<file path="config.mk">
export PLATFORM = sky130hd
export DESIGN_NAME = rsqc_div_stage
export DESIGN_NICKNAME = d
export VERILOG_FILES = /design/src/hw/rtl/rsqc_pkg.sv /design/src/hw/rtl/rsqc_div_stage.sv
export SDC_FILE = /design/constraint.sdc
export NUM_CORES = 1
export LEC_CHECK = 0
export BUFFER_PORTS_ARGS = -buffer_cell sky130_fd_sc_hd__buf_4
export CAP_MARGIN = 5
export CORE_AREA = 2 2 383 385
export CTS_CLUSTER_SIZE = 40
export DETAILED_ROUTE_END_ITERATION = 10
export DIE_AREA = 0 0 385 387
export SLEW_MARGIN = 20
export SYNTH_ARGS = -nofsm -noshare
export SYNTH_HDL_FRONTEND = slang
export SYNTH_SLANG_ARGS = --single-unit
</file>
<file path="constraint.sdc">
create_clock -name clk -period 17.3 [get_ports clk]
set_input_delay 0.865 -clock clk [delete_from_list [all_inputs] [get_ports clk]]
set_output_delay 0.865 -clock clk [all_outputs]
set_load 0.01 [all_outputs]
</file>
<file path="src/hw/rtl/rsqc_pkg.sv">
package rsqc_pkg;

	localparam int CW = 24;
	localparam int SPS = 2;
	localparam int DIV_STAGES = (CW + SPS - 1) / SPS;
	localparam int LW = DIV_STAGES * SPS;
	localparam int PW = 2 * CW + 1;
	localparam int HW = PW - LW;
	localparam int SW = LW + 3;
	localparam int DEPTH = DIV_STAGES + 4;
	localparam int CNT_W = $clog2(DEPTH + 1);
	localparam int IDX_W = 3;

	localparam logic [IDX_W-1:0] REG_ENABLE = IDX_W'(0);
	localparam logic [IDX_W-1:0] REG_LEFT   = IDX_W'(1);
	localparam logic [IDX_W-1:0] REG_TOP    = IDX_W'(2);
	localparam logic [IDX_W-1:0] REG_RIGHT  = IDX_W'(3);
	localparam logic [IDX_W-1:0] REG_BOTTOM = IDX_W'(4);

	localparam logic [1:0] ACT_BAR    = 2'd0;
	localparam logic [1:0] ACT_QUAD   = 2'd1;
	localparam logic [1:0] ACT_SPRITE = 2'd2;
	localparam logic [1:0] ACT_PASS   = 2'd3;

	typedef logic signed [CW-1:0] coord_t;
	typedef logic [CW-1:0] mag_t;
	typedef logic [CW:0] ext_t;
	typedef logic [PW-1:0] prod_t;
	typedef logic [LW-1:0] quo_t;

	localparam coord_t CMAX = {1'b0, {(CW-1){1'b1}}};
	localparam coord_t CMIN = {1'b1, {(CW-1){1'b0}}};

	// edges ordered left, top, right, bottom
	typedef struct packed {
		logic en;
		coord_t [3:0] bound;
	} cfg_t;

	typedef struct packed {
		logic neg;
		ext_t mag;
		mag_t mv;
		mag_t dv;
		coord_t src;
	} lane_t;

	typedef struct packed {
		coord_t [3:0] dst;
		lane_t [3:0] lane;
	} front_t;

	typedef struct packed {
		logic neg;
		prod_t prod;
		mag_t dv;
		coord_t src;
	} mul_lane_t;

	typedef struct packed {
		coord_t [3:0] dst;
		mul_lane_t [3:0] lane;
	} mul_t;

	typedef struct packed {
		logic neg;
		logic ovf;
		mag_t rem;
		quo_t lo;
		mag_t dv;
		coord_t src;
	} div_lane_t;

	typedef struct packed {
		coord_t [3:0] dst;
		div_lane_t [3:0] lane;
	} pipe_t;

	typedef struct packed {
		coord_t [3:0] dst;
		coord_t [3:0] src;
	} result_t;

endpackage

</file>
<file path="src/hw/rtl/rsqc_div_stage.sv">
module rsqc_div_stage (
	input  logic clk,
	input  logic arst_n,
	input  logic in_valid,
	output logic in_ready,
	input  rsqc_pkg::pipe_t in_d,
	output logic out_valid,
	input  logic out_ready,
	output rsqc_pkg::pipe_t out_d
);

	logic v_q;
	rsqc_pkg::pipe_t nxt;

	// one restoring step: quotient bits shift in as dividend bits shift out
	function automatic rsqc_pkg::div_lane_t div_step(input rsqc_pkg::div_lane_t x);
		rsqc_pkg::div_lane_t y;
		logic [rsqc_pkg::CW:0] r2;
		y = x;
		r2 = {x.rem, x.lo[rsqc_pkg::LW-1]};
		y.lo = {x.lo[rsqc_pkg::LW-2:0], 1'b0};
		if (r2 >= {1'b0, x.dv}) begin
			y.rem = rsqc_pkg::CW'(r2 - {1'b0, x.dv});
			y.lo[0] = 1'b1;
		end else begin
			y.rem = r2[rsqc_pkg::CW-1:0];
		end
		return y;
	endfunction

	assign in_ready = !v_q || out_ready;
	assign out_valid = v_q;

	always_comb begin
		nxt = in_d;
		for (int i = 0; i < 4; i++) begin
			for (int s = 0; s < rsqc_pkg::SPS; s++) begin
				nxt.lane[i] = div_step(nxt.lane[i]);
			end
		end
	end

	always_ff @(posedge clk or negedge arst_n) begin
		if (!arst_n) begin
			v_q <= 1'b0;
		end else if (in_ready) begin
			v_q <= in_valid;
		end
	end

	always_ff @(posedge clk) begin
		if (in_ready && in_valid) out_d <= nxt;
	end

endmodule

</file>
==> results of run 1 <==
-- cell families after synthesis --
family                   synth area share
AO/OA/AOI/OAI                       0.128
flip-flops                          0.557
AND/OR/NAND/NOR                    0.0795
adder cells (fa/ha/maj)            0.0972
buffers and inverters              0.0273
XOR/XNOR                           0.0492
multiplexers                       0.0619
-- power groups by stage --
stage | Clock (W) | Combinational, W | Sequential, W
detailed placement | 0 | 0.00133 | 0.00154
global placement | 0 | 0.00132 | 0.00154
CTS | 0.00137 | 0.00134 | 0.00151
floorplan | 0 | 0.000760 | 0.00160
finish | 0.00132 | 0.00134 | 0.00151
global route | 0.00141 | 0.00145 | 0.00152
-- worst register-to-register path, stage by stage (launching register included) --
cell      delay (ns)
dfrtp_1         0.38
nand2b_1        0.28
and2_4          0.73
buf_4           0.68
buf_4           0.76
buf_4           0.83
-- metrics by stage --
stage	setup WS, ns	instances
after floorplan	4.26	2118
after global placement	9.43	5000
after detailed placement	9.56	5000
after CTS	10.29	5114
after global routing	9.69	5118
final	10.04	5122
-- placed cells by master, fill, tap and decap left out, types with 76 or more instances in the layout --
cell,instances
a21o_1,76
buf_4,992
ha_1,192
nand2_1,99
o21ai_0,93
mux2_2,101
nor2_1,141
edfxtp_1,488
inv_1,148
xnor2_1,105
a21oi_1,183
-- registers in the layout, indices dropped and copies added (netlist names) --
| register | flops |
|---|---|
| out_valid | 1 |
| out_d | 488 |
-- Yosys cell counts, types with 12 or more instances --
master      n
edfxtp_1  488
ha_1      192
a21oi_1   183
inv_1     148
nor2_1    141
xnor2_1   105
mux2_2    101
nand2_1    99
o21ai_0    93
a21o_1     76
xor2_1     43
nand3_1    36
nor3_1     28
o21a_1     28
nor2b_1    23
nand2b_1   22
nand4_1    22
mux2_4     18
a211oi_1   17
and3_1     17
a31oi_1    14
o21bai_1   14
clkbuf_1   12
nor4_1     12
-- timing repair --
item                      in CTS  in global routing
hold buffers                   1                  0
gates resized for setup        0                  0
hold endpoints to repair       1                  0
-- cell type report --
| class | count | area (sq um) |
|---|---|---|
| diodes | 8 | 20.0 |
| flip-flops and latches | 489 | 14700 |
| well taps | 1917 | 2400 |
| clock buffers | 70 | 1600 |
| fillers | 15200 | 107000 |
| multi-input cells | 1453 | 11000 |
| repair buffers | 994 | 7480 |
| inverters | 148 | 556 |
| clock inverters | 43 | 412 |
-- worst min path at each step --
stage / startpoint / endpoint / slack, ns / cells past startpoint
5_1_grt: in_d[397] / out_d[397]$_DFFE_PP_ / 0.31 / 1
3_3_place_gp: arst_n / out_valid$_DFFE_PN0N_ / 0.64 / 1
4_1_cts: in_d[436] / out_d[436]$_DFFE_PP_ / 0.29 / 1
3_5_place_dp: arst_n / out_valid$_DFFE_PN0N_ / 0.64 / 1
2_1_floorplan: arst_n / out_valid$_DFFE_PN0N_ / 0.57 / 0
6_report: in_d[415] / out_d[415]$_DFFE_PP_ / 0.37 / 1
-- per-layer routing --
layer,up-vias,track usage
met2,873,0.225
met1,10400,0.181
met3,154,0.0434
met4,12,0.0504
li1,10100,-
met5,-,0
==> results.cfg, run 1 <==
[status]
outcome = completed

[power_and_ir_drop]
p_comb_frac = 0.321
switching_share = 0.317
powerDensity_mw_per_mm2 = 109
power.total_w = 0.00416
p_leak_nw = 16.0
p_int_w = 0.00284
pwr-share-seq = 0.363
p_switching_w = 0.00132
peakVddDrop_v = 0.0000770
clkPwrFrac = 0.316

[timing]
rsz0062_at_grt = no
slew_headroom = 0.333
tns_ns = 0
hold_ws_ns = 0.366
hold_viol_final = 0
tightest_slew_ns = 0.993
timing.fmax_mhz = 138
period_minus_slack_ns = 7.26
period_share = 0.420
maxSlewViolCount = 0
finClkSkew_ns = 0.0283
setup_violations = 0

[critical_path]
r2r-end = out_d[60]$_DFFE_PP_
worstSetupPathType = input port to register
cp-end-kind = register
crit_fanout = 23
crit_start = in_d[25]
r2r_cells = 5
worstSetupEndpoint = out_d[94]$_DFFE_PP_
crit_cells = 23
slowest_delay_ns = 0.81
ff2ff_setup_slack_ns = 13.21
arrival_ns = 7.68
cp-start-kind = input port
cp_slowest_cell = a2111oi_0
cp_top_family = compound AO/OA/AOI/OAI gates
reg2reg_from = out_valid$_DFFE_PN0N_
cp_data_required_time_ns = 17.72
path_buf_inv = 3
crit_chain = buf_4, inv_1, ha_1, nor2b_1, o31a_1, o31ai_1, a21oi_1, o21ai_1, nand2_1, a31oi_2, buf_4, mux2_2, ha_1, a21o_1, a21o_1, a2111oi_0, o21ai_0, nand3_1, a31oi_1, o21ai_0, nor2b_1, o311ai_0, mux2_2

[floorplanning]
dieArea_sq_mm = 0.149
io_pins = 982
initial_utilization = 0.182
die_w_microns = 385
die_height_microns = 387
fp-row-count = 140
coreArea_sq_mm = 0.145

[clock_tree]
cts.clk_slew.worst_paths_ns = 0.06
cts-buffers-inserted = 61
clockRootBuffer = clkbuf_16
postCtsSetupBuffers = 0
cts.htree.levels = 2
cts_tree = yes
cts_sinks = 489
clock_latency_ns = 0.68
cts_buffer_depth = 3

[drt]
drcViolationCount = 0
met2_length_microns = 50700
dr_wl_met3_microns = 9300
antenna_left = 0
dr.pass1.iters = 5
drtIter0Drc = 1223
wl_per_cell_microns = 21.7
dr_total_vias = 21600
wirelength_microns = 111000
m1WireLength_microns = 47500
viasPerCell = 4.21
top_layer = met5

[place]
postPlaceCellArea_sq_mm = 0.0361
io_buffers = 981
finalWeightedCongestion = 0.915
dpl.hpwl_microns = 91400

[layout]
final_core_util = 0.263
design_area_sq_mm = 0.0382
drive_above_1_share = 0.387
fin_nets = 3839
area_growth_pct = 44.7

[yosys]
synth_edf_count = 488
synth_cells = 2118
ys_types = 75
yosysWarnings = 0
syn-num-nets = 2810
ys.flop_type = edfxtp_1
synth_top_area_cell = edfxtp_1
yosys_register_bits = 489
synthArstFlopShare = 0.00204
seq_area_frac_synth = 0.557
synth.avg_cell_area_sq_um = 12.5
yosys-top-cells-area = edfxtp_1, ha_1, mux2_2, xnor2_1, a21oi_1
synth_area_sq_mm = 0.0264
synth_top_area_share = 0.556

[grt]
grt_pass1_vias = 21300
grt_remaining_overflow = 0
antenna_found_initial = 23
grt_first_pass_wirelength_microns = 153000
grt_use_total = 0.142
grt_max_degree = 147

[job]
max_cap_viol_count = 0

[worst_hold_path]
hold_class = input port to register
No activity file was read; power rests on OpenSTA's default activity.
==> run 2, diff against run 1 <==
clock period = 7.3 ns   (was 17.3 ns; I/O delays follow)
==> results.cfg, run 2 (synthesized netlist as in run 1, its figures left out) <==
[status]
outcome = completed

[layout]
largest_reg_flops = 488
final_core_util = 0.291
regMostFlops = out_d
drive_above_1_share = 0.347
fin_nets = 4239
mostFrequentLayoutCells = buf_4, edfxtp_1, dlygate4sd3_1
fill_cells = 14700
area_growth_pct = 60.1
final_common_cell = buf_4

[critical_path]
cp_top_family = compound AO/OA/AOI/OAI gates
arrival_ns = 7.02
cp_data_required_time_ns = 7.70
cp_slowest_cell = dlygate4sd3_1
cp-start-kind = input port
slowest_delay_ns = 0.56
crit_fanout = 16
path_buf_inv = 5
crit_top_cell = a21oi_1
cp-end-kind = register
worstSetupPathType = input port to register

[floorplanning]
dieArea_sq_mm = 0.149
die_height_microns = 387
fp-row-count = 140
coreArea_sq_mm = 0.145
io_pins = 982
die_w_microns = 385
initial_utilization = 0.182

[clock_tree]
cts-buffers-inserted = 67
cts.htree.levels = 3
cts_resized = 0
postCtsSetupBuffers = 0
cts_sinks = 489
cts_tree = yes
clockRootBuffer = clkbuf_16
cts_buffer_depth = 3
cts.clk_slew.worst_paths_ns = 0.06
clock_latency_ns = 0.66

[power_and_ir_drop]
p_switching_w = 0.00323
p_comb_frac = 0.327
powerDensity_mw_per_mm2 = 242
p_int_w = 0.00700
peakVddDrop_v = 0.000204
switching_share = 0.316
clkPwrFrac = 0.321
p_leak_nw = 17.7
pwr-share-seq = 0.352

[drt]
wl_per_cell_microns = 22.1
drcViolationCount = 0
dr_total_vias = 23300
drtIter0Drc = 1689
wirelength_microns = 122000
dr.pass1.iters = 5
antenna_left = 0
viasPerCell = 4.22

[place]
dpl.hpwl_microns = 97200
place_ws_ns = 0.577
io_buffers = 981
finalWeightedCongestion = 0.913

[timing]
period_minus_slack_ns = 6.63
tns_ns = 0
hold_viol_final = 0
slew_headroom = 0.304
maxSlewViolCount = 0
tightest_slew_ns = 1.04
finClkSkew_ns = 0.0300
period_share = 0.908
rsz0062_at_grt = no
setup_slack_ns = 0.671
setup_violations = 0
timing.fmax_mhz = 151

[grt]
grt_first_pass_wirelength_microns = 169000
grt_use_total = 0.157
grt_remaining_overflow = 0
grt_max_degree = 140
antenna_found_initial = 20
grt_pass1_vias = 23600

[worst_hold_path]
hold_class = input port to async pin

[job]
max_cap_viol_count = 0
[run 2: changes by cell type in the layout (fill, tap and decap cells not counted), sizes merged]
cell	previous run	this run
buf	993	1001
bufinv	6	4
clkbuf	70	79
clkinvlp	8	9
dlygate4sd3	1	387
inv	156	152
[run 2: final cells by class]
cell class	instances	area, sq um	area share
Clock inverter	38	367	0.00868
Inverter	148	556	0.0132
Clock buffer	79	1790	0.0423
Sequential cell	489	14700	0.348
Tap cell	1917	2400	0.0568
Timing Repair Buffer	1388	11400	0.270
Multi-Input combinational cell	1453	11000	0.261
Antenna cell	8	20.0	0.000474
[run 2: routing by layer]
metal / track usage / vias to the layer above / wire length, microns
li1: - / 10900 / -
met1: 0.200 / 11300 / 52000
met5: 0 / - / 23
met4: 0.0522 / 4 / 3970
met2: 0.255 / 937 / 56800
met3: 0.0448 / 165 / 9460
[run 2: path summary, 6_finish.rpt]
check | cells after the start | endpoint | from | slack (ns)
min in group clk | 3 | out_d[366]$_DFFE_PP_ | in_d[364] | 0.13
hold reg to reg | 2 | out_d[423]$_DFFE_PP_ | out_valid$_DFFE_PN0N_ | 1.12
setup reg to reg | 3 | out_d[466]$_DFFE_PP_ | out_valid$_DFFE_PN0N_ | 4.77
setup / recovery | 25 | out_d[187]$_DFFE_PP_ | in_d[123] | 0.67
max in group asynchronous | 2 | out_valid$_DFFE_PN0N_ | arst_n | 7.10
hold / removal | 2 | out_valid$_DFFE_PN0N_ | arst_n | 0.12
[run 2: repair_timing]
item,in CTS,in global routing
endpoints found under the hold margin,386,0
hold buffers,387,0
endpoints found under the setup margin,0,0
[run 2: power by group through the flow]
stage                     clock [W]  sequential [W]  combinational (W)
after floorplan                   0         0.00376            0.00180
after global placement            0         0.00366            0.00314
after detailed placement          0         0.00365            0.00315
after CTS                   0.00341         0.00360            0.00335
after global routing        0.00349         0.00362            0.00363
final                       0.00329         0.00360            0.00335
[run 2: metrics by stage]
stage / hold WS [ns] / instances / area [sq um] / total power [W]
final: 0.119 / 5520 / 42200 / 0.0102
after global routing: 0.0381 / 5519 / 42200 / 0.0107
after CTS: 0.0120 / 5512 / 42200 / 0.0104
after detailed placement: 0.145 / 5008 / 36200 / 0.00680
after global placement: 0.142 / 5008 / 36200 / 0.00679
after floorplan: 0.0694 / 2118 / 26400 / 0.00556
