$ cat config.mk
export PLATFORM = sky130hd
export DESIGN_NAME = rsqc_front
export DESIGN_NICKNAME = d
export VERILOG_FILES = /design/src/hw/rtl/rsqc_pkg.sv /design/src/hw/rtl/rsqc_front.sv
export SDC_FILE = /design/constraint.sdc
export NUM_CORES = 1
export LEC_CHECK = 0
export ABC_AREA = 1
export BUFFER_PORTS_ARGS = -buffer_cell sky130_fd_sc_hd__buf_2
export CAP_MARGIN = 25
export CORE_UTILIZATION = 40
export CTS_BUF_LIST = sky130_fd_sc_hd__clkbuf_8
export DETAILED_ROUTE_END_ITERATION = 10
export GPL_TIMING_DRIVEN = 0
export SLEW_MARGIN = 20
export SYNTH_ARGS = -nofsm -noshare
export SYNTH_HDL_FRONTEND = slang
export SYNTH_SLANG_ARGS = --single-unit
$ cat constraint.sdc
create_clock -name clk -period 36 [get_ports clk]
set_input_delay 3.6 -clock clk [delete_from_list [all_inputs] [get_ports clk]]
set_output_delay 3.6 -clock clk [all_outputs]
set_load 0.05 [all_outputs]
$ cat src/hw/rtl/rsqc_pkg.sv
package rsqc_pkg;

	localparam int CW = 24;
	localparam int SPS = 2;
	localparam int DIV_STAGES = (CW + SPS - 1) / SPS;
	localparam int LW = DIV_STAGES * SPS;
	localparam int PW = 2 * CW + 1;
	localparam int HW = PW - LW;
	localparam int SW = LW + 3;
	localparam int DEPTH = DIV_STAGES + 4;
	localparam int CNT_W = $clog2(DEPTH + 1);
	localparam int IDX_W = 3;

	localparam logic [IDX_W-1:0] REG_ENABLE = IDX_W'(0);
	localparam logic [IDX_W-1:0] REG_LEFT   = IDX_W'(1);
	localparam logic [IDX_W-1:0] REG_TOP    = IDX_W'(2);
	localparam logic [IDX_W-1:0] REG_RIGHT  = IDX_W'(3);
	localparam logic [IDX_W-1:0] REG_BOTTOM = IDX_W'(4);

	localparam logic [1:0] ACT_BAR    = 2'd0;
	localparam logic [1:0] ACT_QUAD   = 2'd1;
	localparam logic [1:0] ACT_SPRITE = 2'd2;
	localparam logic [1:0] ACT_PASS   = 2'd3;

	typedef logic signed [CW-1:0] coord_t;
	typedef logic [CW-1:0] mag_t;
	typedef logic [CW:0] ext_t;
	typedef logic [PW-1:0] prod_t;
	typedef logic [LW-1:0] quo_t;

	localparam coord_t CMAX = {1'b0, {(CW-1){1'b1}}};
	localparam coord_t CMIN = {1'b1, {(CW-1){1'b0}}};

	// edges ordered left, top, right, bottom
	typedef struct packed {
		logic en;
		coord_t [3:0] bound;
	} cfg_t;

	typedef struct packed {
		logic neg;
		ext_t mag;
		mag_t mv;
		mag_t dv;
		coord_t src;
	} lane_t;

	typedef struct packed {
		coord_t [3:0] dst;
		lane_t [3:0] lane;
	} front_t;

	typedef struct packed {
		logic neg;
		prod_t prod;
		mag_t dv;
		coord_t src;
	} mul_lane_t;

	typedef struct packed {
		coord_t [3:0] dst;
		mul_lane_t [3:0] lane;
	} mul_t;

	typedef struct packed {
		logic neg;
		logic ovf;
		mag_t rem;
		quo_t lo;
		mag_t dv;
		coord_t src;
	} div_lane_t;

	typedef struct packed {
		coord_t [3:0] dst;
		div_lane_t [3:0] lane;
	} pipe_t;

	typedef struct packed {
		coord_t [3:0] dst;
		coord_t [3:0] src;
	} result_t;

endpackage

$ cat src/hw/rtl/rsqc_front.sv
module rsqc_front (
	input  logic clk,
	input  logic arst_n,
	input  rsqc_pkg::cfg_t cfg,
	input  logic in_valid,
	output logic in_ready,
	input  logic [1:0] action,
	input  logic [1:0] flip,
	input  rsqc_pkg::coord_t [3:0] dst_i,
	input  rsqc_pkg::coord_t [3:0] src_i,
	output logic out_valid,
	input  logic out_ready,
	output rsqc_pkg::front_t out_d
);

	logic v_s1;
	rsqc_pkg::front_t nxt;
	logic signed [rsqc_pkg::CW:0] ext_c [2];
	logic signed [rsqc_pkg::CW:0] span_c [2];
	rsqc_pkg::ext_t abs_c [2];
	logic pos_c [2];
	logic lt [2];
	logic gt [2];
	rsqc_pkg::mag_t mv_lo [2];
	rsqc_pkg::mag_t mv_hi [2];

	assign in_ready = !v_s1 || out_ready;
	assign out_valid = v_s1;

	always_comb begin
		nxt = '0;
		for (int a = 0; a < 2; a++) begin
			ext_c[a] = (rsqc_pkg::CW+1)'($signed(src_i[a+2]))
				- (rsqc_pkg::CW+1)'($signed(src_i[a]));
			span_c[a] = (rsqc_pkg::CW+1)'($signed(dst_i[a+2]))
				- (rsqc_pkg::CW+1)'($signed(dst_i[a]));
			abs_c[a] = ext_c[a][rsqc_pkg::CW] ? rsqc_pkg::ext_t'(-ext_c[a])
				: rsqc_pkg::ext_t'(ext_c[a]);
			pos_c[a] = !span_c[a][rsqc_pkg::CW] && (span_c[a] != '0);
			lt[a] = $signed(dst_i[a]) < $signed(cfg.bound[a]);
			gt[a] = $signed(dst_i[a+2]) > $signed(cfg.bound[a+2]);
			mv_lo[a] = lt[a] ? rsqc_pkg::mag_t'(cfg.bound[a] - dst_i[a]) : '0;
			mv_hi[a] = gt[a] ? rsqc_pkg::mag_t'(dst_i[a+2] - cfg.bound[a+2]) : '0;

			nxt.dst[a] = dst_i[a];
			nxt.dst[a+2] = dst_i[a+2];
			nxt.lane[a].dv = rsqc_pkg::mag_t'(1);
			nxt.lane[a].src = src_i[a];
			nxt.lane[a+2].dv = rsqc_pkg::mag_t'(1);
			nxt.lane[a+2].src = src_i[a+2];

			if (cfg.en) begin
				unique case (action)
					rsqc_pkg::ACT_BAR: begin
						if (lt[a])
							nxt.dst[a] = cfg.bound[a];
						else if ($signed(dst_i[a]) > $signed(cfg.bound[a+2]))
							nxt.dst[a] = cfg.bound[a+2];
						if (gt[a])
							nxt.dst[a+2] = cfg.bound[a+2];
						else if ($signed(dst_i[a+2]) < $signed(cfg.bound[a]))
							nxt.dst[a+2] = cfg.bound[a];
					end
					rsqc_pkg::ACT_QUAD: begin
						if (lt[a]) nxt.dst[a] = cfg.bound[a];
						if (gt[a]) nxt.dst[a+2] = cfg.bound[a+2];
						nxt.lane[a].neg = ext_c[a][rsqc_pkg::CW];
						nxt.lane[a].mag = pos_c[a] ? abs_c[a] : '0;
						nxt.lane[a].mv = mv_lo[a];
						nxt.lane[a+2].neg = !ext_c[a][rsqc_pkg::CW];
						nxt.lane[a+2].mag = pos_c[a] ? abs_c[a] : '0;
						nxt.lane[a+2].mv = mv_hi[a];
						if (pos_c[a]) begin
							nxt.lane[a].dv = rsqc_pkg::mag_t'(span_c[a]);
							nxt.lane[a+2].dv = rsqc_pkg::mag_t'(span_c[a]);
						end
					end
					rsqc_pkg::ACT_SPRITE: begin
						if (lt[a]) nxt.dst[a] = cfg.bound[a];
						if (gt[a]) nxt.dst[a+2] = cfg.bound[a+2];
						nxt.lane[a].mag = rsqc_pkg::ext_t'(1);
						nxt.lane[a].mv = flip[a] ? mv_hi[a] : mv_lo[a];
						nxt.lane[a+2].neg = 1'b1;
						nxt.lane[a+2].mag = rsqc_pkg::ext_t'(1);
						nxt.lane[a+2].mv = flip[a] ? mv_lo[a] : mv_hi[a];
					end
					default: ;
				endcase
			end
		end
	end

	always_ff @(posedge clk or negedge arst_n) begin
		if (!arst_n) begin
			v_s1 <= 1'b0;
		end else if (in_ready) begin
			v_s1 <= in_valid;
		end
	end

	always_ff @(posedge clk) begin
		if (in_ready && in_valid) begin
			out_d <= nxt;
		end
	end

endmodule

==> impl_metrics.ini <==
[detailed_routing]
ant_nets = 0
detail_route.drc_violations = 1
drt_iter0_markers = 3456
viasPerCell = 5.26
route.final.wire_length_um = 160000
via_count = 39100
wire_per_inst_um = 21.5
dr.pass1.iters = 9

[power]
p_leak_nw = 23.0
part_of_the_total_power_dissipated_in_the_clock_network_pct = 24.0
switching_share_pct = 44.2
comb_power_share_pct = 43.1
worst_ir_drop_on_vdd_mv = 0.0281
pwr-share-seq_pct = 32.9
power-per-cell-area_nw_per_um2 = 38.3
p_sw_w = 0.000736
power_report.internal_total_w = 0.000930

[yosys]
synth.ff_latch_count = 391
postSynthAreaPerCell_um2 = 6.83
synthMuxAreaShare_pct = 0
synth.top_cell.area_share_pct = 32.3
synth_area_leader_cell = sky130_fd_sc_hd__edfxtp_1
post_synth_fa_ha_maj_area_fraction_pct = 10.5
number_of_nets_in_the_synthesized_netlist = 5906
synthSimpleGateAreaFrac_pct = 32.4
synthesis.instances = 5309
synth.distinct_cells = 58
post_synth_xor_area_fraction_pct = 2.61
synth_ff_type = sky130_fd_sc_hd__edfxtp_1
area_fraction_in_compound_gates_after_synthesis_pct = 9.96
synth_top_cells_by_area = sky130_fd_sc_hd__edfxtp_1, sky130_fd_sc_hd__nand2_1, sky130_fd_sc_hd__ha_1
synth_warnings = 0
ys_seq_area_share_pct = 32.4
post_synth_instance_area_um2 = 36300
asyncSetResetFlopFracSynth_pct = 0.256
synth_enable_flop_cells = 390
synth_top_family_by_area = simple AND/OR/NAND/NOR gates

[timing]
rsz0062_at_grt = no
maxSlewHeadroom_pct = 29.0
maxSlewViolCount = 0
clock-skew-final_ps = 42.5
finalWorstPathRequiredPeriod_ps = 7690
final_min_period_over_clock_period_pct = 21.4
setup-tns-final_ps = 0
postLayoutSetupSlackWorst_ps = 28310
clock.fmax_mhz = 130
tightestPinTransition_ps = 1060
setup-violations-final = 0
timing_hold_violations_final = 0

[job]
drv_cap = 0

[min_path]
min_from = out_valid
worst_hold_path_type = register to register

[die]
initial_utilization_pct = 40.3
floorplan.die_area_um2 = 91900
dieHeight_um = 303
io_pins = 787
floorplan.core_area_um2 = 89900
floorplan.rows = 110
die_w_um = 303

[cts]
cts.reportedPaths.clkPinSlew_ps = 60
cts_buffers = 71
tritoncts = yes
cts_resized = 0
clock-root-buffer = sky130_fd_sc_hd__clkbuf_8
postCtsHoldBufs = 0
max_h_tree_level = 3
cts_sinks = 391
cts_setup_buffers = 0
clk-insertion-delay-late_ps = 740
cts_max_path_buffers = 3

[layout]
layout.core_utilization_pct = 48.4
seqCellArea_um2 = 11700
drive_gt1_share_pct = 18.1
final_instance_count_excl_fillers = 7435
multiInputGateArea_um2 = 20100
nets = 6785
postLayoutCellArea_um2 = 43500
count_of_filler_cells_inserted_in_the_layout = 9410
flow.area_growth_from_synthesis_pct = 20.1

[global_routing]
via_count_of_the_first_global_routing_pass = 35800
antenna_found_initial = 27
grt_most_used_layer = met2
gr-usage-met1_pct = 44.9
grt_pass1_wl_um = 228000
grt.met3_usage_pct = 6.45
grt.total_usage_pct = 33.6
grtUsageMet2_pct = 53.2
grt-ovfl-total = 0
largest_net_degree_at_the_start_of_global_routing = 25

[place]
placed_cell_areas_um2 = 42200
numPlacedInstances = 7291
globalplace.congestion = 0.994
post-place-ws_ps = 28310
hpwl_um = 134000
io_buffer_count = 785

[worst_setup_path]
worstSetupStartpointType = primary input
critical_path_arrival_ps = 4090
worst_setup_path_end_kind = primary output
critical_path_required_ps = 32400
reg2reg_from = out_valid
path_class = primary input to primary output
critPathLaunch = out_ready
cp_max_fo = 2

[outcome]
violations_in_the_final_reports = design-rule violations
run_status = complete, but fails checks
[layer usage]
| metal | part of all wire (%) | wire length [um] |
|---|---|---|
| met1 | 42 | 67900 |
| met2 | 45 | 71200 |
| met3 | 9.1 | 14600 |
| met4 | 3.8 | 6090 |
| met5 | 0.0081 | 13 |
[synthesized netlist by cell type, types with 11 or more instances]
cell type / number
sky130_fd_sc_hd__nand3b_1: 33
sky130_fd_sc_hd__buf_2: 36
sky130_fd_sc_hd__o21ai_1: 15
sky130_fd_sc_hd__o21bai_1: 21
sky130_fd_sc_hd__o22ai_1: 42
sky130_fd_sc_hd__a21oi_1: 334
sky130_fd_sc_hd__nand4_1: 59
sky130_fd_sc_hd__buf_1: 15
sky130_fd_sc_hd__nand2_1: 1621
sky130_fd_sc_hd__nand3_1: 490
sky130_fd_sc_hd__xor2_1: 68
sky130_fd_sc_hd__inv_1: 787
sky130_fd_sc_hd__nor3_1: 37
sky130_fd_sc_hd__ha_1: 292
sky130_fd_sc_hd__a22oi_1: 11
sky130_fd_sc_hd__nor2_1: 485
sky130_fd_sc_hd__xnor2_1: 40
sky130_fd_sc_hd__clkbuf_1: 72
sky130_fd_sc_hd__nand2_2: 19
sky130_fd_sc_hd__buf_4: 105
sky130_fd_sc_hd__or2_2: 11
sky130_fd_sc_hd__a21o_1: 18
sky130_fd_sc_hd__inv_2: 11
sky130_fd_sc_hd__o21ai_0: 184
sky130_fd_sc_hd__edfxtp_1: 390
sky130_fd_sc_hd__nor2_2: 23
[flip-flops by register name, indices dropped and copies added, names as in the netlist]
| name | count |
|---|---|
| out_valid | 1 |
| out_d | 390 |
[worst max-delay path, stage by stage]
cell,delay (ps)
sky130_fd_sc_hd__buf_2,100
sky130_fd_sc_hd__inv_1,100
sky130_fd_sc_hd__nand2_1,80
sky130_fd_sc_hd__buf_2,220
[power groups by stage]
stage | Clock, W | Sequential, W | Combinational (W)
floorplan | 0 | 0.000665 | 0.000388
global placement | 0 | 0.000586 | 0.000691
detailed placement | 0 | 0.000557 | 0.000703
CTS | 0.000412 | 0.000548 | 0.000707
global route | 0.000428 | 0.000550 | 0.000778
finish | 0.000401 | 0.000548 | 0.000718
[cells in the final DEF (no fill, tap or decap), types with 18 or more instances in the layout]
| cell | netlist | final |
|---|---|---|
| sky130_fd_sc_hd__nand3_1 | 490 | 490 |
| sky130_fd_sc_hd__a21oi_1 | 334 | 333 |
| sky130_fd_sc_hd__buf_4 | 105 | 106 |
| sky130_fd_sc_hd__xnor2_1 | 40 | 40 |
| sky130_fd_sc_hd__nand4_1 | 59 | 59 |
| sky130_fd_sc_hd__xor2_1 | 68 | 68 |
| sky130_fd_sc_hd__nor2_1 | 485 | 485 |
| sky130_fd_sc_hd__inv_1 | 787 | 808 |
| sky130_fd_sc_hd__nand2_1 | 1621 | 1621 |
| sky130_fd_sc_hd__nand3b_1 | 33 | 33 |
| sky130_fd_sc_hd__clkbuf_1 | 72 | 71 |
| sky130_fd_sc_hd__nor2_2 | 23 | 23 |
| sky130_fd_sc_hd__diode_2 | 0 | 23 |
| sky130_fd_sc_hd__clkbuf_8 | 0 | 72 |
| sky130_fd_sc_hd__buf_16 | 0 | 20 |
| sky130_fd_sc_hd__nor3_1 | 37 | 37 |
| sky130_fd_sc_hd__edfxtp_1 | 390 | 390 |
| sky130_fd_sc_hd__buf_2 | 36 | 821 |
| sky130_fd_sc_hd__nand2_2 | 19 | 19 |
| sky130_fd_sc_hd__ha_1 | 292 | 292 |
| sky130_fd_sc_hd__o21bai_1 | 21 | 21 |
| sky130_fd_sc_hd__o22ai_1 | 42 | 42 |
| sky130_fd_sc_hd__a21o_1 | 18 | 18 |
| sky130_fd_sc_hd__o21ai_0 | 184 | 184 |
[cells by family after synthesis]
| group | count (synthesis) |
|---|---|
| and+or+nand+nor | 2808 |
| buffers and inverters | 1037 |
| AOI/OAI and AO/OA | 665 |
| DFF | 391 |
| adders and majority gates | 300 |
| xor gates and xnor gates | 108 |
[cell type report]
class | instances | area share [%]
Buffer | 236 | 3.20
Clock inverter | 49 | 0.592
Multi-Input combinational cell | 3881 | 46.2
Timing Repair Buffer | 806 | 10.3
Clock buffer | 72 | 2.28
Sequential cell | 391 | 27.0
Tap cell | 1176 | 3.38
Inverter | 801 | 6.91
Antenna cell | 23 | 0.132
[worst paths after layout]
kind | to | slack (ps) | cells past startpoint
min in group asynchronous | out_valid | 2670 | 1
hold / removal | out_valid | 600 | 2
setup reg to reg | out_d[257] | 33590 | 7
hold reg to reg | out_valid | 600 | 2
max in group asynchronous | out_valid | 33240 | 1
setup / recovery | in_ready | 28310 | 4
[through the flow]
| step | power, W | hold WS [ps] |
|---|---|---|
| 6_report | 0.00167 | 602 |
| 5_1_grt | 0.00176 | 660 |
| 4_1_cts | 0.00167 | 601 |
| 3_5_place_dp | 0.00126 | 589 |
| 3_3_place_gp | 0.00128 | 513 |
| 2_1_floorplan | 0.00105 | 1130 |
Power figures use the tool's default switching activity.
