<file path="src/hw/rtl/rsqc_pkg.sv">
package rsqc_pkg;

	localparam int CW = 24;
	localparam int SPS = 2;
	localparam int DIV_STAGES = (CW + SPS - 1) / SPS;
	localparam int LW = DIV_STAGES * SPS;
	localparam int PW = 2 * CW + 1;
	localparam int HW = PW - LW;
	localparam int SW = LW + 3;
	localparam int DEPTH = DIV_STAGES + 4;
	localparam int CNT_W = $clog2(DEPTH + 1);
	localparam int IDX_W = 3;

	localparam logic [IDX_W-1:0] REG_ENABLE = IDX_W'(0);
	localparam logic [IDX_W-1:0] REG_LEFT   = IDX_W'(1);
	localparam logic [IDX_W-1:0] REG_TOP    = IDX_W'(2);
	localparam logic [IDX_W-1:0] REG_RIGHT  = IDX_W'(3);
	localparam logic [IDX_W-1:0] REG_BOTTOM = IDX_W'(4);

	localparam logic [1:0] ACT_BAR    = 2'd0;
	localparam logic [1:0] ACT_QUAD   = 2'd1;
	localparam logic [1:0] ACT_SPRITE = 2'd2;
	localparam logic [1:0] ACT_PASS   = 2'd3;

	typedef logic signed [CW-1:0] coord_t;
	typedef logic [CW-1:0] mag_t;
	typedef logic [CW:0] ext_t;
	typedef logic [PW-1:0] prod_t;
	typedef logic [LW-1:0] quo_t;

	localparam coord_t CMAX = {1'b0, {(CW-1){1'b1}}};
	localparam coord_t CMIN = {1'b1, {(CW-1){1'b0}}};

	// edges ordered left, top, right, bottom
	typedef struct packed {
		logic en;
		coord_t [3:0] bound;
	} cfg_t;

	typedef struct packed {
		logic neg;
		ext_t mag;
		mag_t mv;
		mag_t dv;
		coord_t src;
	} lane_t;

	typedef struct packed {
		coord_t [3:0] dst;
		lane_t [3:0] lane;
	} front_t;

	typedef struct packed {
		logic neg;
		prod_t prod;
		mag_t dv;
		coord_t src;
	} mul_lane_t;

	typedef struct packed {
		coord_t [3:0] dst;
		mul_lane_t [3:0] lane;
	} mul_t;

	typedef struct packed {
		logic neg;
		logic ovf;
		mag_t rem;
		quo_t lo;
		mag_t dv;
		coord_t src;
	} div_lane_t;

	typedef struct packed {
		coord_t [3:0] dst;
		div_lane_t [3:0] lane;
	} pipe_t;

	typedef struct packed {
		coord_t [3:0] dst;
		coord_t [3:0] src;
	} result_t;

endpackage

</file>
<file path="src/hw/rtl/rsqc_back.sv">
module rsqc_back (
	input  logic clk,
	input  logic arst_n,
	input  logic in_valid,
	output logic in_ready,
	input  rsqc_pkg::pipe_t in_d,
	output logic out_valid,
	input  logic out_ready,
	output rsqc_pkg::result_t out_d
);

	logic v_q;
	rsqc_pkg::result_t nxt;
	logic [rsqc_pkg::LW:0] mag [4];
	logic signed [rsqc_pkg::SW-1:0] mx [4];
	logic signed [rsqc_pkg::SW-1:0] sum [4];

	assign in_ready = !v_q || out_ready;
	assign out_valid = v_q;

	always_comb begin
		nxt.dst = in_d.dst;
		for (int i = 0; i < 4; i++) begin
			mag[i] = in_d.lane[i].ovf ? {1'b1, rsqc_pkg::LW'(0)} : {1'b0, in_d.lane[i].lo};
			mx[i] = signed'(rsqc_pkg::SW'(mag[i]));
			sum[i] = rsqc_pkg::SW'($signed(in_d.lane[i].src)) + (in_d.lane[i].neg ? -mx[i] : mx[i]);
			if (sum[i] > rsqc_pkg::SW'(rsqc_pkg::CMAX))
				nxt.src[i] = rsqc_pkg::CMAX;
			else if (sum[i] < rsqc_pkg::SW'(rsqc_pkg::CMIN))
				nxt.src[i] = rsqc_pkg::CMIN;
			else
				nxt.src[i] = rsqc_pkg::CW'(sum[i]);
		end
	end

	always_ff @(posedge clk or negedge arst_n) begin
		if (!arst_n) begin
			v_q <= 1'b0;
		end else if (in_ready) begin
			v_q <= in_valid;
		end
	end

	always_ff @(posedge clk) begin
		if (in_ready && in_valid) out_d <= nxt;
	end

endmodule

</file>
<file path="config.mk">
export PLATFORM = sky130hd
export DESIGN_NAME = rsqc_back
export DESIGN_NICKNAME = d
export VERILOG_FILES = /design/src/hw/rtl/rsqc_pkg.sv /design/src/hw/rtl/rsqc_back.sv
export SDC_FILE = /design/constraint.sdc
export NUM_CORES = 1
export LEC_CHECK = 0
export BUFFER_PORTS_ARGS = -buffer_cell sky130_fd_sc_hd__buf_2
export CORE_AREA = 3 3 263 265
export DETAILED_ROUTE_END_ITERATION = 8
export DIE_AREA = 0 0 266 268
export GPL_ROUTABILITY_DRIVEN = 0
export PLACE_DENSITY = 0.47
export SKIP_CTS_REPAIR_TIMING = 1
export SLEW_MARGIN = 25
export SYNTH_ARGS = -nofsm -noshare
export SYNTH_HDL_FRONTEND = slang
export SYNTH_SLANG_ARGS = --single-unit
</file>
<file path="constraint.sdc">
create_clock -name clk -period 5.1 [get_ports clk]
set_input_delay 1.02 -clock clk [delete_from_list [all_inputs] [get_ports clk]]
set_output_delay 1.02 -clock clk [all_outputs]
set_load 0.01 [all_outputs]
</file>
==> results by group, run 1 <==
Routing
  • Residual DRC: 0
  • Routed wire length: approximately 57000 µm
  • Via density per instance: around 4.8
  • Initial drt markers: 803
  • Total iterations of the first detailed-routing run: 5
  • Number of routed nets with antenna violations: 0
  • Via total after detailed routing: 15626
  • Routed WL per cell: about 17 µm

Floorplanning
  • FP Rows: 95
  • Vertical extent of the die: 268 µm
  • Ports placed on the boundary: about 690
  • Die Footprint: 71300 µm²
  • Placeable core region: 67000 µm²
  • Effective utilization at floorplan: ~23%
  • Die width: around 270 µm

Timing
  • Worst Skew: approximately 0.015 ns
  • Endpoints failing setup: 0
  • Number of max-slew violations in the final report: 0
  • Fin crit share: between 90% and 100%
  • Actual slew at the worst max-slew pin: just over 0.8 ns
  • Worst slew margin relative to its limit: 46.2%
  • Hold Violations, Final: 0
  • Highest clock rate: approximately 0.20 GHz
  • Clock period minus worst slack: 4.98 ns
  • Setup TNS Final: 0 ns

Yosys
  • Yosys warning count: 0
  • Synth area leader: sky130_fd_sc_hd__edfxtp_1
  • Top post-synthesis cells by count: 192 x sky130_fd_sc_hd__edfxtp_1, 168 x sky130_fd_sc_hd__o21ai_0, 129 x sky130_fd_sc_hd__nor2_1
  • Syn Std Cell Area: around 15000 µm²
  • Share of the yosys chip area belonging to registers: between 30% and 40%
  • Post-synth top area share: around 38%
  • Gate Count Post-Synth: around 1700
  • Leading cell types by total area after synthesis: sky130_fd_sc_hd__edfxtp_1 38%, sky130_fd_sc_hd__ha_1 9.8%, sky130_fd_sc_hd__o21ai_0 5.5%
  • Async S/R FF share, synth: 0.518%
  • Number of enable-type register cells in the synthesized netlist: between 150 and 200
  • Synthesized flop and latch total: approximately 190
  • Synth Area per Inst: 9.27 µm²
  • Most instantiated flip-flop cell in the synthesis netlist: sky130_fd_sc_hd__edfxtp_1
  • Cell with the most instances after synthesis: sky130_fd_sc_hd__edfxtp_1
  • Synthesized netlist net count: between 2000 and 2500
  • Synth unique cells: 81

Global route
  • Overflow left after global routing: 0
  • GRT Total Usage: 15.4%
  • Maximum number of pins on one net before global-route repair: 74
  • Via count of the first global-routing pass: 15624
  • Antenna violations before repair: 2
  • Wire length of the first global-routing pass: 86500 µm

Critical path
  • Max Fanout on Critical Path: 20
  • R2r setup slk: 3.02 ns
  • Startpoint kind of the worst setup timing path: input pin
  • Type of the worst setup path: input pin to flip-flop
  • Worst path required time: approximately 5.3 ns
  • Kind of end point of the critical path: flip-flop
  • Arrival @ worst endpoint: 5.20 ns
  • Depth of the worst register-to-register path: 3

Finish
  • Share of final-layout standard cells stronger than drive strength 1: 37.0%
  • Layout overhead on the synthesized area: 42.5%
  • Number of nets in the layout: around 3000

Clock tree
  • CTS tree: yes
  • H-tree Lvls: 4
  • Number of sinks handled by clock tree synthesis: 193
  • Clk slew on worst S/H paths: 0.08 ns
  • Clock tree root buffer cell: sky130_fd_sc_hd__clkbuf_16
  • CTS Buf Count: 17
  • Clock latency reported for the late side of the worst-skew pair: 0.49 ns
  • Max Root-Sink Buffers: 2

Placed design
  • Placed wire-length estimate: approximately 48000 µm
  • Input/output buffers: slightly below 500

Power
  • Tot Pwr: a little over 6 mW
  • Leakage dissipation: roughly 9.4 nW
  • VDD IR-drop max: approximately 0.22 mV
  • Ratio of total power to cell area: roughly 280 nW/µm²

Worst hold path
  • Path class of the lowest-slack min-delay path: input pin to async pin

Job
  • Max_cap viols: 0

Outcome
  • Outcome: completed
registers in the layout, summed over array words and instances, names as in the netlist:
| register | flops |
|---|---|
| out_valid | 1 |
| out_d | 192 |
placed cells by master (no fill, tap or decap), types with 41 or more instances in the layout:
| cell | synthesis | routed |
|---|---|---|
| sky130_fd_sc_hd__buf_4 | 1 | 285 |
| sky130_fd_sc_hd__inv_1 | 57 | 57 |
| sky130_fd_sc_hd__ha_1 | 120 | 118 |
| sky130_fd_sc_hd__xnor2_1 | 76 | 76 |
| sky130_fd_sc_hd__edfxtp_1 | 192 | 192 |
| sky130_fd_sc_hd__buf_2 | 3 | 493 |
| sky130_fd_sc_hd__nand2_1 | 111 | 111 |
| sky130_fd_sc_hd__nor2_1 | 129 | 127 |
| sky130_fd_sc_hd__o21ai_0 | 168 | 156 |
| sky130_fd_sc_hd__nor2b_1 | 41 | 41 |
| sky130_fd_sc_hd__xor2_1 | 69 | 69 |
| sky130_fd_sc_hd__nor3_1 | 50 | 43 |
| sky130_fd_sc_hd__a21oi_1 | 124 | 120 |
critical path, stage by stage:
cell and delay [ns]:
sky130_fd_sc_hd__buf_2 0.11, sky130_fd_sc_hd__nor2_1 0.15, sky130_fd_sc_hd__or4b_2 0.63, sky130_fd_sc_hd__or2_2 0.32, sky130_fd_sc_hd__o41ai_2 0.25, sky130_fd_sc_hd__xor2_1 0.20, sky130_fd_sc_hd__nor2_2 0.08, sky130_fd_sc_hd__ha_1 0.30
sky130_fd_sc_hd__a21o_1 0.21, sky130_fd_sc_hd__a22o_1 0.21, sky130_fd_sc_hd__o21a_1 0.21, sky130_fd_sc_hd__o31ai_1 0.29, sky130_fd_sc_hd__buf_4 0.19, sky130_fd_sc_hd__a21oi_2 0.07, sky130_fd_sc_hd__a31o_2 0.28, sky130_fd_sc_hd__a311oi_2 0.24
sky130_fd_sc_hd__buf_4 0.17, sky130_fd_sc_hd__buf_12 0.15, sky130_fd_sc_hd__o21ai_0 0.11
stage by stage:
stage	hold slack [ns]	cell area [µm²]	util, %	setup slack (ns)	std cells
2_1_floorplan	0.622	15500	-	-0.0111	1650
3_3_place_gp	0.544	21000	31.4	-0.519	3245
3_5_place_dp	0.548	21000	31.4	-0.562	3245
4_1_cts	0.254	21600	32.2	-0.0429	3277
5_1_grt	0.268	21800	32.5	-0.0142	3279
6_report	0.317	21800	32.5	0.117	3282
routing by layer:
| layer | global-route usage, % | up-vias | wire length, µm |
|---|---|---|---|
| met4 | 4.92 | 0 | 1120 |
| met5 | 0 | - | 0 |
| met3 | 3.37 | 52 | 3360 |
| met1 | 19.5 | 7370 | 25400 |
| met2 | 26.3 | 488 | 27500 |
| li1 | - | 7716 | - |
logic make-up after synthesis:
logic type / after synthesis / share of synthesized area, %
AO/OA/AOI/OAI: 555 / 23.6
XOR/XNOR: 145 / 8.30
adder cells (fa/ha/maj): 124 / 10.3
buffers and inverters: 122 / 3.15
flip-flops: 193 / 37.9
multiplexers: 6 / 0.393
AND/OR/NAND/NOR: 505 / 16.3
worst paths after layout:
check,start,to
min reg2reg,out_valid,out_valid
min in group clk,out_valid,out_valid
max in group asynchronous,arst_n,out_valid
max reg2reg,out_valid,out_d[98]
max,in_d[51],out_d[7]
min,arst_n,out_valid
layout make-up:
type,instances,area (µm²)
clock buffers,18,429
repair buffers,788,4790
well taps,873,1090
inverters,57,214
fillers,7100,45200
clock inverters,14,159
diodes,4,10.0
multi-input cells,1335,9310
flip-flops and latches,193,5790
power by group:
| part | internal [mW] | switching, mW | total (mW) | leakage, nW |
|---|---|---|---|---|
| Combinational | 1.15 | 1.44 | 2.58 | 7.27 |
| Sequential | 2.01 | 0.0500 | 2.06 | 1.82 |
| Clock | 0.658 | 0.735 | 1.39 | 0.283 |
| Total | 3.81 | 2.22 | 6.03 | 9.38 |
Power figures use the tool's default switching activity.
==> run 2, diff against run 1 <==
==> constraint.sdc (replaced) <==
create_clock -name clk -period 4.25 [get_ports clk]
set_input_delay 0.85 -clock clk [delete_from_list [all_inputs] [get_ports clk]]
set_output_delay 0.85 -clock clk [all_outputs]
set_load 0.01 [all_outputs]
==> run 2 against run 1 <==
The run now ends with negative setup slack left. Clock power grew 28%. Utilization rose by 6.5 points. Sequential share of layout area shrank 4.4 points. Clock skew increased by 0.0031 ns. Wire length is 13% higher. Critical endpoint is now out_d[59].
==> results by group, run 2 (same netlist as run 1, synthesis figures left out) <==
Power
  • Tot Pwr: around 8.7 mW
  • Net switching fraction of the power: a little under two fifths
  • Internal power of the cells: 5.50 mW
  • Seq pwr share: ~28%
  • Clock group share of total power: about a fifth
  • Net switching power: roughly 3.2 mW
  • Share of power burned in combinational logic: 51.1%
  • Ratio of total power to cell area: approximately 330 nW/µm²
  • VDD IR-drop max: around 0.24 mV
  • Leakage dissipation: about 11 nW

Clock tree
  • CTS tree: yes
  • Number of sinks handled by clock tree synthesis: around 190
  • H-tree Lvls: 4
  • Clock tree root buffer cell: sky130_fd_sc_hd__clkbuf_16
  • Clock latency reported for the late side of the worst-skew pair: between 0.4 and 0.5 ns
  • Clk slew on worst S/H paths: around 0.080 ns
  • CTS Buf Count: 17
  • Max Root-Sink Buffers: 2

Critical path
  • Type of the worst setup path: input pin to flip-flop
  • Worst path required time: between 4 and 5 ns
  • Arrival @ worst endpoint: between 4 and 5 ns
  • Startpoint kind of the worst setup timing path: input pin
  • Kind of end point of the critical path: flip-flop
  • Max Fanout on Critical Path: 5

Global route
  • Maximum number of pins on one net before global-route repair: 124
  • GRT Total Usage: 16.5%
  • Via count of the first global-routing pass: roughly 17000
  • Met1 track utilization from global routing: between 10% and 20%
  • Global-route track usage on met2: between 20 and 30%
  • Overflow left after global routing: 0
  • M3 GR Usage: 4.68%
  • Antenna violations before repair: 4
  • Wire length of the first global-routing pass: 91700 µm
  • Busiest layer in global routing: met2

Routing
  • Initial drt markers: around 880
  • Routed WL per cell: about 18 µm
  • Via density per instance: about 4.7
  • Routed wire length: ~65000 µm
  • Residual DRC: 0
  • Total iterations of the first detailed-routing run: 5
  • Number of routed nets with antenna violations: 0
  • Via total after detailed routing: 17025

Timing
  • Number of max-slew violations in the final report: 0
  • Actual slew at the worst max-slew pin: between 0.6 and 0.7 ns
  • Setup TNS Final: -15.24 ns
  • Clock period minus worst slack: approximately 4.6 ns
  • Highest clock rate: between 0.2 and 0.25 GHz
  • Fin crit share: 108%
  • Hold Violations, Final: 0
  • Worst Skew: roughly 0.018 ns
  • Worst hold slack: roughly 0.13 ns
  • Setup repair after global routing missed its margin: true
  • Worst slew margin relative to its limit: 54.0%
  • Endpoints failing setup: between 70 and 80
  • Min setup slack post-route: -0.351 ns

Finish
  • Layout overhead on the synthesized area: 71.0%
  • Largest register FFs: about 190
  • Layout fillers: roughly 6700
  • Leading cell type in the layout, fill and taps excluded: sky130_fd_sc_hd__buf_4
  • Non-filler instance count after layout: around 3600
  • Most flop-heavy register: out_d
  • Number of nets in the layout: between 3000 and 4000
  • Highest-count cells in the layout ignoring fill and taps: 554 x sky130_fd_sc_hd__buf_4, 485 x sky130_fd_sc_hd__buf_2, 192 x sky130_fd_sc_hd__edfxtp_1, 118 x sky130_fd_sc_hd__nor2_1, 111 x sky130_fd_sc_hd__ha_1
  • Share of final-layout standard cells stronger than drive strength 1: about 53%
  • Post-Layout Inst Area: between 20000 and 30000 µm²
  • Utilization after layout: 39.0%

Floorplanning
  • Die width: 266 µm
  • Placeable core region: roughly 67000 µm²
  • FP Rows: 95
  • Vertical extent of the die: approximately 270 µm
  • Ports placed on the boundary: roughly 690
  • Effective utilization at floorplan: between 20 and 25%
  • Die Footprint: 71300 µm²

Placed design
  • Worst slack, placed: -1.00 ns
  • Inst Count DP: about 3500
  • Placed inst area: 23200 µm²
  • Placed wire-length estimate: just over 50000 µm
  • Input/output buffers: just under 500

Outcome
  • Outcome: finished with violations
  • Failing checks: negative setup slack

Job
  • Max_cap viols: 0

Worst hold path
  • Path class of the lowest-slack min-delay path: input pin to async pin
-- run 2: cell count changes in the layout (fill, tap and decap cells not counted), moves of 23 or more --
cell	before	now
sky130_fd_sc_hd__a21oi_1	120	93
sky130_fd_sc_hd__a21oi_2	4	27
sky130_fd_sc_hd__buf_4	285	554
sky130_fd_sc_hd__buf_6	2	30
sky130_fd_sc_hd__o21ai_0	156	64
sky130_fd_sc_hd__o21ai_2	2	75
-- run 2: routing by layer --
metal / up-vias / wire [µm]
li1: 8356 / -
met1: 8046 / 26300
met2: 535 / 32200
met3: 86 / 4500
met4: 2 / 1650
met5: - / 13
-- run 2: critical path, cell delays in order --
cell and delay, ns:
sky130_fd_sc_hd__buf_8 0.10, sky130_fd_sc_hd__nor4_4 0.25, sky130_fd_sc_hd__buf_4 0.16, sky130_fd_sc_hd__o21ai_4 0.06, sky130_fd_sc_hd__or2_4 0.25, sky130_fd_sc_hd__buf_6 0.12, sky130_fd_sc_hd__or3_4 0.33, sky130_fd_sc_hd__a21oi_2 0.14
sky130_fd_sc_hd__a311oi_2 0.06, sky130_fd_sc_hd__ha_1 0.36, sky130_fd_sc_hd__or2_4 0.25, sky130_fd_sc_hd__a21oi_2 0.13, sky130_fd_sc_hd__a21oi_2 0.05, sky130_fd_sc_hd__a221o_1 0.37, sky130_fd_sc_hd__a311oi_2 0.37, sky130_fd_sc_hd__xnor2_2 0.16
sky130_fd_sc_hd__buf_4 0.17, sky130_fd_sc_hd__a32oi_4 0.37, sky130_fd_sc_hd__clkbuf_16 0.23, sky130_fd_sc_hd__o21ai_4 0.05
-- run 2: layout make-up --
type | count | area (µm²) | area share (%)
multi-input combinational | 1335 | 10900 | 41.6
timing repair buffer | 1099 | 7540 | 28.8
sequential | 193 | 5790 | 22.1
tap | 873 | 1090 | 4.17
clock buffer | 18 | 429 | 1.64
inverter | 57 | 218 | 0.832
clock inverter | 14 | 195 | 0.746
antenna | 2 | 5.00 | 0.0191
-- run 2: path summary, 6_finish.rpt --
path	start	end	slack [ns]	cells past startpoint
max in group asynchronous	arst_n	out_valid	4.04	1
min in group clk	in_d[472]	out_d[176]	0.54	1
min reg2reg	out_valid	out_valid	0.54	2
max reg2reg	out_valid	out_d[40]	2.58	3
min	arst_n	out_valid	0.13	1
max	in_d[246]	out_d[59]	-0.35	20
-- run 2: power by group through the flow --
stage | Clock, mW | Sequential, mW | Combinational (mW)
finish | 1.78 | 2.48 | 4.44
global route | 1.92 | 2.50 | 4.80
CTS | 1.85 | 2.48 | 3.54
detailed placement | 0 | 2.52 | 3.52
global placement | 0 | 2.52 | 3.49
floorplan | 0 | 2.62 | 1.73
